[config.mk]
export PLATFORM = sky130hd
export DESIGN_NAME = indexed_diff_run_pixel_decoder
export DESIGN_NICKNAME = d
export VERILOG_FILES = /design/src/design/idrpd_pkg.sv /design/src/design/idrpd_ctrl.sv /design/src/design/idrpd_dp.sv /design/src/design/indexed_diff_run_pixel_decoder.sv
export VERILOG_INCLUDE_DIRS = /design/src /design/src/design
export SDC_FILE = /design/constraint.sdc
export NUM_CORES = 2
export LEC_CHECK = 0
export ABC_AREA = 1
export BUFFER_PORTS_ARGS = -buffer_cell sky130_fd_sc_hd__buf_2
export CORE_AREA = 2 2 745 450
export CTS_CLUSTER_DIAMETER = 100
export DETAILED_ROUTE_END_ITERATION = 8
export DIE_AREA = 0 0 747 452
export PLACE_DENSITY = 0.39
export SLEW_MARGIN = 10
export SYNTH_ARGS = -nofsm -noshare
export SYNTH_HDL_FRONTEND = slang
export SYNTH_SLANG_ARGS = --single-unit
[constraint.sdc]
create_clock -name i_clk -period 19.8 [get_ports i_clk]
set_input_delay 1.98 -clock i_clk [delete_from_list [all_inputs] [get_ports i_clk]]
set_output_delay 1.98 -clock i_clk [all_outputs]
set_load 0.02 [all_outputs]
[src/design/assert_macros.svh]
// Assertion macros used by the top level of the decoder.
`ifndef ASSERT_MACROS_SVH
`define ASSERT_MACROS_SVH

// Checked at every clock edge outside reset.
`define IDRPD_ASSERT(label, clk, rst_n, prop, msg) \
    label: assert property (@(posedge clk) disable iff (!rst_n) prop) else $error(msg);

// Checked at every clock edge, reset included.
`define IDRPD_ASSERT_ALWAYS(label, clk, prop, msg) \
    label: assert property (@(posedge clk) prop) else $error(msg);

`endif

[src/design/idrpd_pkg.sv]
// Types and constants of the indexed, difference and run pixel decoder.
package idrpd_pkg;

    localparam int CACHE_ENTRIES = 64;
    localparam int CACHE_AW      = $clog2(CACHE_ENTRIES);
    localparam int RUN_W         = 6;
    localparam int SUM_W         = 15;
    localparam int PROD_W        = 2 * SUM_W;
    localparam int GRAY_SHIFT    = 21;

    localparam logic [7:0] TAG_RAW_CODE    = 8'hFE;
    localparam logic [7:0] TAG_REPEAT_CODE = 8'hFF;
    localparam logic [7:0] RUN_BIAS        = 8'd191;
    localparam logic [7:0] DIFF_BIAS       = 8'd254;
    localparam logic [7:0] LUMA_RB_BIAS    = 8'd40;
    localparam logic [7:0] LUMA_G_BIAS     = 8'd32;

    localparam logic [SUM_W-1:0] GRAY_WR    = 15'd30;
    localparam logic [SUM_W-1:0] GRAY_WG    = 15'd59;
    localparam logic [SUM_W-1:0] GRAY_WB    = 15'd11;
    // Reciprocal of 100 scaled by two to the GRAY_SHIFT, exact for sums up to 25500.
    localparam logic [SUM_W-1:0] GRAY_RECIP = 15'd20972;

    typedef enum logic [1:0] {
        CFG_WIDTH  = 2'd0,
        CFG_HEIGHT = 2'd1,
        CFG_GRAY   = 2'd2
    } t_cfg_reg;

    typedef enum logic [2:0] {
        TAG_INDEX,
        TAG_DIFF,
        TAG_LUMA,
        TAG_RUN,
        TAG_RAW,
        TAG_REPEAT
    } t_tag;

    typedef enum logic [2:0] {
        SRC_PREV,
        SRC_RUN,
        SRC_DIFF,
        SRC_LUMA,
        SRC_RAW,
        SRC_CACHE
    } t_px_src;

    typedef enum logic [2:0] {
        ST_TAG,
        ST_LUMA,
        ST_RAW_R,
        ST_RAW_G,
        ST_RAW_B,
        ST_EMIT
    } t_state;

    typedef struct packed {
        logic    load;
        t_px_src src;
        logic    save_luma;
        logic    save_red;
        logic    save_green;
        logic    emit;
    } t_dp_cmd;

    typedef struct packed {
        t_tag tag;
        logic a_free;
        logic emit_last;
    } t_dp_stat;

endpackage

[src/design/idrpd_ctrl.sv]
// Chunk sequencing state machine of the pixel decoder.
module idrpd_ctrl (
    input  logic                 i_clk,
    input  logic                 i_rst_n,
    input  logic                 i_in_valid,
    output logic                 o_in_ready,
    input  idrpd_pkg::t_dp_stat  i_stat,
    output idrpd_pkg::t_dp_cmd   o_cmd
);

    idrpd_pkg::t_state r_state;
    idrpd_pkg::t_state n_state;

    always_ff @(posedge i_clk) begin
        if (!i_rst_n) begin
            r_state <= idrpd_pkg::ST_TAG;
        end else begin
            r_state <= n_state;
        end
    end

    always_comb begin
        n_state    = r_state;
        o_cmd      = '0;
        o_in_ready = 1'b0;
        unique case (r_state)
            idrpd_pkg::ST_TAG: begin
                o_in_ready = 1'b1;
                if (i_in_valid) begin
                    unique case (i_stat.tag)
                        idrpd_pkg::TAG_RAW: begin
                            n_state = idrpd_pkg::ST_RAW_R;
                        end
                        idrpd_pkg::TAG_LUMA: begin
                            o_cmd.save_luma = 1'b1;
                            n_state         = idrpd_pkg::ST_LUMA;
                        end
                        idrpd_pkg::TAG_INDEX: begin
                            o_cmd.load = 1'b1;
                            o_cmd.src  = idrpd_pkg::SRC_CACHE;
                            n_state    = idrpd_pkg::ST_EMIT;
                        end
                        idrpd_pkg::TAG_DIFF: begin
                            o_cmd.load = 1'b1;
                            o_cmd.src  = idrpd_pkg::SRC_DIFF;
                            n_state    = idrpd_pkg::ST_EMIT;
                        end
                        idrpd_pkg::TAG_RUN: begin
                            o_cmd.load = 1'b1;
                            o_cmd.src  = idrpd_pkg::SRC_RUN;
                            n_state    = idrpd_pkg::ST_EMIT;
                        end
                        default: begin
                            o_cmd.load = 1'b1;
                            o_cmd.src  = idrpd_pkg::SRC_PREV;
                            n_state    = idrpd_pkg::ST_EMIT;
                        end
                    endcase
                end
            end
            idrpd_pkg::ST_LUMA: begin
                o_in_ready = 1'b1;
                if (i_in_valid) begin
                    o_cmd.load = 1'b1;
                    o_cmd.src  = idrpd_pkg::SRC_LUMA;
                    n_state    = idrpd_pkg::ST_EMIT;
                end
            end
            idrpd_pkg::ST_RAW_R: begin
                o_in_ready = 1'b1;
                if (i_in_valid) begin
                    o_cmd.save_red = 1'b1;
                    n_state        = idrpd_pkg::ST_RAW_G;
                end
            end
            idrpd_pkg::ST_RAW_G: begin
                o_in_ready = 1'b1;
                if (i_in_valid) begin
                    o_cmd.save_green = 1'b1;
                    n_state          = idrpd_pkg::ST_RAW_B;
                end
            end
            idrpd_pkg::ST_RAW_B: begin
                o_in_ready = 1'b1;
                if (i_in_valid) begin
                    o_cmd.load = 1'b1;
                    o_cmd.src  = idrpd_pkg::SRC_RAW;
                    n_state    = idrpd_pkg::ST_EMIT;
                end
            end
            idrpd_pkg::ST_EMIT: begin
                if (i_stat.a_free) begin
                    o_cmd.emit = 1'b1;
                    if (i_stat.emit_last) begin
                        n_state = idrpd_pkg::ST_TAG;
                    end
                end
            end
            default: begin
                n_state = idrpd_pkg::ST_TAG;
            end
        endcase
    end

endmodule

[src/design/idrpd_dp.sv]
// Datapath of the pixel decoder: pixel state, color cache, frame counters and output stages.
module idrpd_dp (
    input  logic                 i_clk,
    input  logic                 i_rst_n,
    input  idrpd_pkg::t_dp_cmd   i_cmd,
    output idrpd_pkg::t_dp_stat  o_stat,
    input  logic [7:0]           i_code_byte,
    input  logic                 i_cfg_valid,
    input  logic [1:0]           i_cfg_index,
    input  logic [15:0]          i_cfg_data,
    output logic                 o_out_valid,
    input  logic                 i_out_ready,
    output logic [7:0]           o_red,
    output logic [7:0]           o_green,
    output logic [7:0]           o_blue,
    output logic                 o_run_last,
    output logic                 o_frame_last
);

    logic [15:0] r_width;
    logic [15:0] r_height;
    logic        r_gray;

    logic [23:0] r_prev;
    logic [23:0] r_pend;
    logic        r_use_cache;
    logic        r_hit;
    logic [23:0] r_rdata;
    logic [idrpd_pkg::RUN_W-1:0] r_run_left;
    logic [7:0]  r_part_r;
    logic [7:0]  r_part_g;
    logic [15:0] r_col;
    logic [15:0] r_row;
    logic [idrpd_pkg::CACHE_ENTRIES-1:0] r_cache_vld;
    logic [23:0] r_cache_mem [idrpd_pkg::CACHE_ENTRIES];

    logic                        r_a_valid;
    logic [23:0]                 r_a_px;
    logic [idrpd_pkg::SUM_W-1:0] r_a_sum;
    logic                        r_a_run_last;
    logic                        r_a_frame_last;

    logic        r_o_valid;
    logic [7:0]  r_o_red;
    logic [7:0]  r_o_green;
    logic [7:0]  r_o_blue;
    logic        r_o_run_last;
    logic        r_o_frame_last;

    idrpd_pkg::t_tag dec_tag;
    logic        emit_last;
    logic        a_free;
    logic [7:0]  pr;
    logic [7:0]  pg;
    logic [7:0]  pb;
    logic [7:0]  dg;
    logic [23:0] load_px;
    logic [idrpd_pkg::RUN_W-1:0]    run_cnt;
    logic [7:0]                     run_diff;
    logic [idrpd_pkg::CACHE_AW-1:0] rd_addr;
    logic [23:0] cur_px;
    logic [7:0]  cr;
    logic [7:0]  cg;
    logic [7:0]  cb;
    logic [idrpd_pkg::CACHE_AW-1:0] hash;
    logic [idrpd_pkg::SUM_W-1:0]    gsum;
    logic [15:0] col_inc;
    logic [15:0] row_inc;
    logic        wrap;
    logic        frame_end;
    logic        o_adv;
    logic        a_adv;
    logic [idrpd_pkg::PROD_W-1:0] gprod;
    logic [7:0]  gray_y;

    always_ff @(posedge i_clk) begin
        if (!i_rst_n) begin
            r_width  <= 16'd1;
            r_height <= 16'd1;
            r_gray   <= 1'b0;
        end else if (i_cfg_valid) begin
            unique case (i_cfg_index)
                idrpd_pkg::CFG_WIDTH:  r_width  <= i_cfg_data;
                idrpd_pkg::CFG_HEIGHT: r_height <= i_cfg_data;
                idrpd_pkg::CFG_GRAY:   r_gray   <= i_cfg_data[0];
                default: begin
                end
            endcase
        end
    end

    always_comb begin
        if (i_code_byte == idrpd_pkg::TAG_RAW_CODE) begin
            dec_tag = idrpd_pkg::TAG_RAW;
        end else if (i_code_byte == idrpd_pkg::TAG_REPEAT_CODE) begin
            dec_tag = idrpd_pkg::TAG_REPEAT;
        end else begin
            unique case (i_code_byte[7:6])
                2'b00:   dec_tag = idrpd_pkg::TAG_INDEX;
                2'b01:   dec_tag = idrpd_pkg::TAG_DIFF;
                2'b10:   dec_tag = idrpd_pkg::TAG_LUMA;
                default: dec_tag = idrpd_pkg::TAG_RUN;
            endcase
        end
    end

    assign o_stat = '{tag: dec_tag, a_free: a_free, emit_last: emit_last};

    assign pr = r_prev[23:16];
    assign pg = r_prev[15:8];
    assign pb = r_prev[7:0];
    assign dg = {2'b00, r_part_r[5:0]};

    always_comb begin
        unique case (i_cmd.src)
            idrpd_pkg::SRC_DIFF: begin
                load_px = {pr + {6'd0, i_code_byte[5:4]} + idrpd_pkg::DIFF_BIAS,
                           pg + {6'd0, i_code_byte[3:2]} + idrpd_pkg::DIFF_BIAS,
                           pb + {6'd0, i_code_byte[1:0]} + idrpd_pkg::DIFF_BIAS};
            end
            idrpd_pkg::SRC_LUMA: begin
                load_px = {pr + dg + {4'd0, i_code_byte[7:4]} - idrpd_pkg::LUMA_RB_BIAS,
                           pg + dg - idrpd_pkg::LUMA_G_BIAS,
                           pb + dg + {4'd0, i_code_byte[3:0]} - idrpd_pkg::LUMA_RB_BIAS};
            end
            idrpd_pkg::SRC_RAW: begin
                load_px = {r_part_r, r_part_g, i_code_byte};
            end
            default: begin
                load_px = r_prev;
            end
        endcase
    end

    assign run_diff = i_code_byte - idrpd_pkg::RUN_BIAS;
    assign run_cnt  = run_diff[idrpd_pkg::RUN_W-1:0];
    assign rd_addr  = i_code_byte[idrpd_pkg::CACHE_AW-1:0];

    assign cur_px = r_use_cache ? (r_hit ? r_rdata : 24'd0) : r_pend;
    assign cr     = cur_px[23:16];
    assign cg     = cur_px[15:8];
    assign cb     = cur_px[7:0];
    assign hash   = idrpd_pkg::CACHE_AW'(cr * 8'd3 + cg * 8'd5 + cb * 8'd7);
    assign gsum   = {7'd0, cr} * idrpd_pkg::GRAY_WR
                  + {7'd0, cg} * idrpd_pkg::GRAY_WG
                  + {7'd0, cb} * idrpd_pkg::GRAY_WB;

    assign col_inc   = r_col + 16'd1;
    assign row_inc   = r_row + 16'd1;
    assign wrap      = col_inc >= r_width;
    assign frame_end = wrap && (row_inc >= r_height);

    assign emit_last = (r_run_left == idrpd_pkg::RUN_W'(1)) || frame_end;

    always_ff @(posedge i_clk) begin
        if (!i_rst_n) begin
            r_prev      <= 24'd0;
            r_col       <= 16'd0;
            r_row       <= 16'd0;
            r_cache_vld <= '0;
            r_run_left  <= '0;
            r_use_cache <= 1'b0;
            r_hit       <= 1'b0;
        end else begin
            if (i_cmd.load) begin
                r_use_cache <= (i_cmd.src == idrpd_pkg::SRC_CACHE);
                r_hit       <= r_cache_vld[rd_addr];
                r_run_left  <= (i_cmd.src == idrpd_pkg::SRC_RUN) ? run_cnt
                                                                   : idrpd_pkg::RUN_W'(1);
            end
            if (i_cmd.emit) begin
                r_run_left <= r_run_left - idrpd_pkg::RUN_W'(1);
                if (frame_end) begin
                    r_prev      <= 24'd0;
                    r_col       <= 16'd0;
                    r_row       <= 16'd0;
                    r_cache_vld <= '0;
                end else begin
                    r_prev            <= cur_px;
                    r_col             <= wrap ? 16'd0 : col_inc;
                    r_row             <= wrap ? row_inc : r_row;
                    r_cache_vld[hash] <= 1'b1;
                end
            end
        end
    end

    always_ff @(posedge i_clk) begin
        if (i_cmd.emit) begin
            r_cache_mem[hash] <= cur_px;
        end
        if (i_cmd.load) begin
            r_rdata <= r_cache_mem[rd_addr];
            r_pend  <= load_px;
        end
        if (i_cmd.save_luma || i_cmd.save_red) begin
            r_part_r <= i_code_byte;
        end
        if (i_cmd.save_green) begin
            r_part_g <= i_code_byte;
        end
    end

    assign o_adv  = !r_o_valid || i_out_ready;
    assign a_adv  = r_a_valid && o_adv;
    assign a_free = !r_a_valid || o_adv;

    assign gprod  = idrpd_pkg::PROD_W'(r_a_sum) * idrpd_pkg::PROD_W'(idrpd_pkg::GRAY_RECIP);
    assign gray_y = gprod[idrpd_pkg::GRAY_SHIFT+7:idrpd_pkg::GRAY_SHIFT];

    always_ff @(posedge i_clk) begin
        if (!i_rst_n) begin
            r_a_valid <= 1'b0;
            r_o_valid <= 1'b0;
        end else begin
            if (i_cmd.emit) begin
                r_a_valid <= 1'b1;
            end else if (a_adv) begin
                r_a_valid <= 1'b0;
            end
            if (a_adv) begin
                r_o_valid <= 1'b1;
            end else if (i_out_ready) begin
                r_o_valid <= 1'b0;
            end
        end
    end

    always_ff @(posedge i_clk) begin
        if (i_cmd.emit) begin
            r_a_px         <= cur_px;
            r_a_sum        <= gsum;
            r_a_run_last   <= emit_last;
            r_a_frame_last <= frame_end;
        end
        if (a_adv) begin
            r_o_red        <= r_gray ? gray_y : r_a_px[23:16];
            r_o_green      <= r_gray ? gray_y : r_a_px[15:8];
            r_o_blue       <= r_gray ? gray_y : r_a_px[7:0];
            r_o_run_last   <= r_a_run_last;
            r_o_frame_last <= r_a_frame_last;
        end
    end

    assign o_out_valid  = r_o_valid;
    assign o_red        = r_o_red;
    assign o_green      = r_o_green;
    assign o_blue       = r_o_blue;
    assign o_run_last   = r_o_run_last;
    assign o_frame_last = r_o_frame_last;

endmodule

[src/design/indexed_diff_run_pixel_decoder.sv]
// Top level of the indexed, difference and run pixel decoder.
//
//   Channel   Direction  Handshake                  Payload
//   cfg       in         i_cfg_valid / o_cfg_ready  i_cfg_index, i_cfg_data
//   in        in         i_in_valid / o_in_ready    i_code_byte
//   out       out        o_out_valid / i_out_ready  o_red, o_green, o_blue,
//                                                   o_run_last, o_frame_last
//
// A byte that yields no pixel only updates the decoder state; a byte that yields
// pixels is loaded, then emitted one by one through the emit step of the datapath.
// Reset is synchronous and active low; the cache valid bits clear in the same cycle.
// A stalled output holds the emit step once both output registers are full.
`include "assert_macros.svh"

module indexed_diff_run_pixel_decoder (
    input  logic        i_clk,
    input  logic        i_rst_n,
    input  logic        i_cfg_valid,
    output logic        o_cfg_ready,
    input  logic [1:0]  i_cfg_index,
    input  logic [15:0] i_cfg_data,
    input  logic        i_in_valid,
    output logic        o_in_ready,
    input  logic [7:0]  i_code_byte,
    output logic        o_out_valid,
    input  logic        i_out_ready,
    output logic [7:0]  o_red,
    output logic [7:0]  o_green,
    output logic [7:0]  o_blue,
    output logic        o_run_last,
    output logic        o_frame_last
);

    idrpd_pkg::t_dp_cmd  s_cmd;
    idrpd_pkg::t_dp_stat s_stat;

    assign o_cfg_ready = 1'b1;

    idrpd_ctrl u_ctrl (
        .i_clk      (i_clk),
        .i_rst_n    (i_rst_n),
        .i_in_valid (i_in_valid),
        .o_in_ready (o_in_ready),
        .i_stat     (s_stat),
        .o_cmd      (s_cmd)
    );

    idrpd_dp u_dp (
        .i_clk        (i_clk),
        .i_rst_n      (i_rst_n),
        .i_cmd        (s_cmd),
        .o_stat       (s_stat),
        .i_code_byte  (i_code_byte),
        .i_cfg_valid  (i_cfg_valid),
        .i_cfg_index  (i_cfg_index),
        .i_cfg_data   (i_cfg_data),
        .o_out_valid  (o_out_valid),
        .i_out_ready  (i_out_ready),
        .o_red        (o_red),
        .o_green      (o_green),
        .o_blue       (o_blue),
        .o_run_last   (o_run_last),
        .o_frame_last (o_frame_last)
    );

    `IDRPD_ASSERT(a_frame_implies_run_last, i_clk, i_rst_n, (o_out_valid && o_frame_last) |-> o_run_last, "frame end without run end")
    `IDRPD_ASSERT(a_no_input_after_load, i_clk, i_rst_n, (i_in_valid && o_in_ready && s_cmd.load) |=> !o_in_ready, "input taken while pixels pending")
    `IDRPD_ASSERT(a_emit_needs_space, i_clk, i_rst_n, s_cmd.emit |-> s_stat.a_free, "pixel emitted into a full stage")
    `IDRPD_ASSERT_ALWAYS(a_reset_clears_output, i_clk, !i_rst_n |=> !o_out_valid, "output valid after reset")

endmodule

==> metrics <==
outcome complete, no violations; Critical Path Sink Type register; DRT Wirelength around 280000 um; final period utilization 41.4%; final setup TNS 0 ns; CTS H-tree depth 4; drt pass-1 iters 5; height of the chip approximately 450 um; drt drc 0; dpl hpwl between 150000 and 200000 um; CTS Buf Count 181; most common cell after layout, fill and taps aside edfxtp_1; die area roughly 340000 um2; Setup Fix Bufs, Post-CTS 0; Core Box Area roughly 330000 um2; initial antenna violation count 28; cell at the slowest stage of the critical path clkinv_1; RSZ-0062 raised after global routing no; most frequent cells in the layout edfxtp_1 (1667), o21ai_0 (897), nor2_1 (883); IO buf count 58; row cnt between 150 and 200; Req. time, crit path just over 20 ns; Min Hold Slack ~0.43 ns; vias in the first global route approximately 53000; wire length per cell 24.7 um; synthesized cell area between 80000 and 90000 um2; Place WS around 12 ns; EDFF count, synth about 1700; vias post-DR 55189; fin cells between 10000 and 15000; fin crit period a little over 8 ns; clock skew between 0.04 and 0.05 ns; Detailed Route Iter0 Violations 6328; remaining global-route overflow 0; fin nets roughly 7400; crit path DAT about 8.7 ns; Hold Fails Final Rpt 0; clock transition at the registers of the reported paths 0.07 ns; Async SR Flop Fraction 0%; Area growth syn-to-layout 13.8%; Top FF cell, synth edfxtp_1; CTS resizes 0; Final GP Congestion ~0.82; placed insts roughly 11000; vias per cell around 4.8; Final setup viols 0; Max VDD drop just over 0.0006 V; synthesized area per cell approximately 12 um2; family with the most delay on the worst path buffers and inverters; clk sinks 1833; GRT Overall Usage 16.4%; Lkg Pwr 32.5 nW; Fmax 0.122 GHz; Final WS setup around 12 ns; root buffer cell clkbuf_16; syn_nets ~7400; Routed Antenna Nets 0; die span in x between 700 and 800 um; Max Cap Viol 0; Slew HR between 7 and 8%; FILL cells 34155; crit path cell chain nand2_4 > inv_1 > a22o_4 > fa_1 > ha_1 > fa_1 > inv_1 > fa_1 > inv_1 > ha_1 > fa_1 > buf_4 > clkinv_1 > nor2_4 > nand2_1 > inv_1; first-pass GRT wire length 404000 um; cells after synthesis approximately 7000; Yosys reg bits 1833; Initial Util ~25%; Finished Core Util ~28%; clock latency on the worst-skew pair about 0.86 ns; CTS tree built; count of yosys warnings during synthesis 0; post-synthesis cell type count 55; Buf+Inv Stages, Crit Path 6; post-synthesis sequential area ratio between 60% and 70%; Max Slew Vio Count 0; largest net degree at the start of global routing 170; WS Path Type register to register; I/O pin cnt 60; clk buf depth 4; max incr delay on CP slightly above 0.9 ns; worst slew pin tran ~1.4 ns; Hold Crit Class register to register; Post-CTS Hold Buffers 0; Worst Setup Start Kind register; CP max FO 72; share of post-route cells with drive strength above 1 under 10%; Cell Pwr Density around 180 nW/um2
-- cells in the mapped netlist (3+ instances only) --
| master | count | area share (%) |
|---|---|---|
| nand2_2 | 10 | 0.076 |
| o21bai_1 | 4 | 0.036 |
| nand3b_1 | 7 | 0.064 |
| or2_2 | 3 | 0.023 |
| a221oi_1 | 5 | 0.053 |
| dfxtp_1 | 166 | 4.0 |
| clkinv_1 | 3 | 0.014 |
| a211oi_1 | 6 | 0.055 |
| o2111ai_1 | 8 | 0.085 |
| a22o_1 | 9 | 0.096 |
| a31oi_1 | 16 | 0.12 |
| buf_2 | 65 | 0.39 |
| o221ai_1 | 146 | 1.6 |
| a21o_1 | 9 | 0.082 |
| edfxtp_1 | 1667 | 61 |
| nand2_4 | 4 | 0.055 |
| inv_2 | 11 | 0.050 |
| nor3_1 | 28 | 0.17 |
| nand4_1 | 127 | 0.96 |
| nand3_4 | 5 | 0.11 |
| ha_1 | 275 | 4.2 |
| fa_1 | 157 | 3.8 |
| xnor2_1 | 24 | 0.25 |
| buf_4 | 6 | 0.055 |
| clkbuf_1 | 306 | 1.4 |
| a22oi_1 | 8 | 0.073 |
| buf_1 | 14 | 0.064 |
| o21a_1 | 3 | 0.027 |
| inv_1 | 626 | 2.9 |
| buf_6 | 4 | 0.055 |
| a21oi_2 | 16 | 0.17 |
| nand3_1 | 219 | 1.3 |
| o21ai_0 | 897 | 5.4 |
| nor4_1 | 4 | 0.030 |
| o22ai_1 | 249 | 1.9 |
| o211ai_1 | 51 | 0.46 |
| a21oi_1 | 256 | 1.6 |
| xor2_1 | 46 | 0.49 |
| nand2_1 | 612 | 2.8 |
| nor2_1 | 893 | 4.1 |
-- where the power goes --
group | internal (mW) | switching [mW]
Combinational | 2.90 | 6.01
Clock | 1.92 | 1.56
Sequential | 4.64 | 0.0762
-- sequential cells by signal, summed over array words and instances (netlist names), 15 cells and up --
register          cells
u_dp.r_a_px          24
u_dp.r_a_sum         15
u_dp.r_cache_mem   1536
u_dp.r_cache_vld     64
u_dp.r_col           16
u_dp.r_height        16
u_dp.r_pend          24
u_dp.r_prev          24
u_dp.r_rdata         24
u_dp.r_row           16
u_dp.r_width         16
-- kinds of logic (layout without fill, tap and decap cells) --
| group | after synthesis | in the layout | share of synthesized area (%) |
|---|---|---|---|
| and+or+nand+nor | 1920 | 1920 | 9.79 |
| DFF | 1833 | 1833 | 64.8 |
| AOI/OAI and AO/OA | 1693 | 1693 | 11.8 |
| buffers and inverters | 1037 | 1166 | 4.90 |
| adders and majority gates | 432 | 432 | 7.99 |
| xor gates and xnor gates | 70 | 70 | 0.744 |
| other | 1 | 11 | 0.00455 |
-- worst paths after layout --
| path | from | to | slack [ns] | depth (start not counted) |
|---|---|---|---|---|
| max reg2reg | u_dp.r_hit$_SDFFE_PN0P_ | u_dp.r_cache_mem[27][14]$_DFFE_PP_ | 11.60 | 16 |
| min reg2reg | u_dp.r_a_frame_last$_DFFE_PP_ | u_dp.o_frame_last$_DFFE_PP_ | 0.43 | 0 |
| max | u_dp.r_hit$_SDFFE_PN0P_ | u_dp.r_cache_mem[27][14]$_DFFE_PP_ | 11.60 | 16 |
| min | u_dp.r_a_frame_last$_DFFE_PP_ | u_dp.o_frame_last$_DFFE_PP_ | 0.43 | 0 |
-- final cells by class --
type,instances,area [um2],area share [%]
multi-input combinational,4116,25200,26.9
sequential,1833,53400,56.9
clock buffer,233,4830,5.15
inverter,641,2430,2.59
antenna,10,25.0,0.0267
clock inverter,91,860,0.917
timing repair buffer,201,1510,1.60
tap,4399,5500,5.87
-- per-stage QoR --
stage | instance area (um2) | power, mW
2_1_floorplan | 82400 | 11.0
3_3_place_gp | 88100 | 13.7
3_5_place_dp | 88100 | 13.6
4_1_cts | 93800 | 17.2
5_1_grt | 93800 | 18.6
6_report | 93800 | 17.1
-- routing by layer --
layer	global-route usage, %	share of wire [%]	vias to the layer above
met5	0	0.0091	-
met2	21.0	37	1783
met1	26.6	52	28076
li1	-	-	25041
met3	4.95	9.3	285
met4	2.88	1.7	4
No activity file was read; power rests on OpenSTA's default activity.
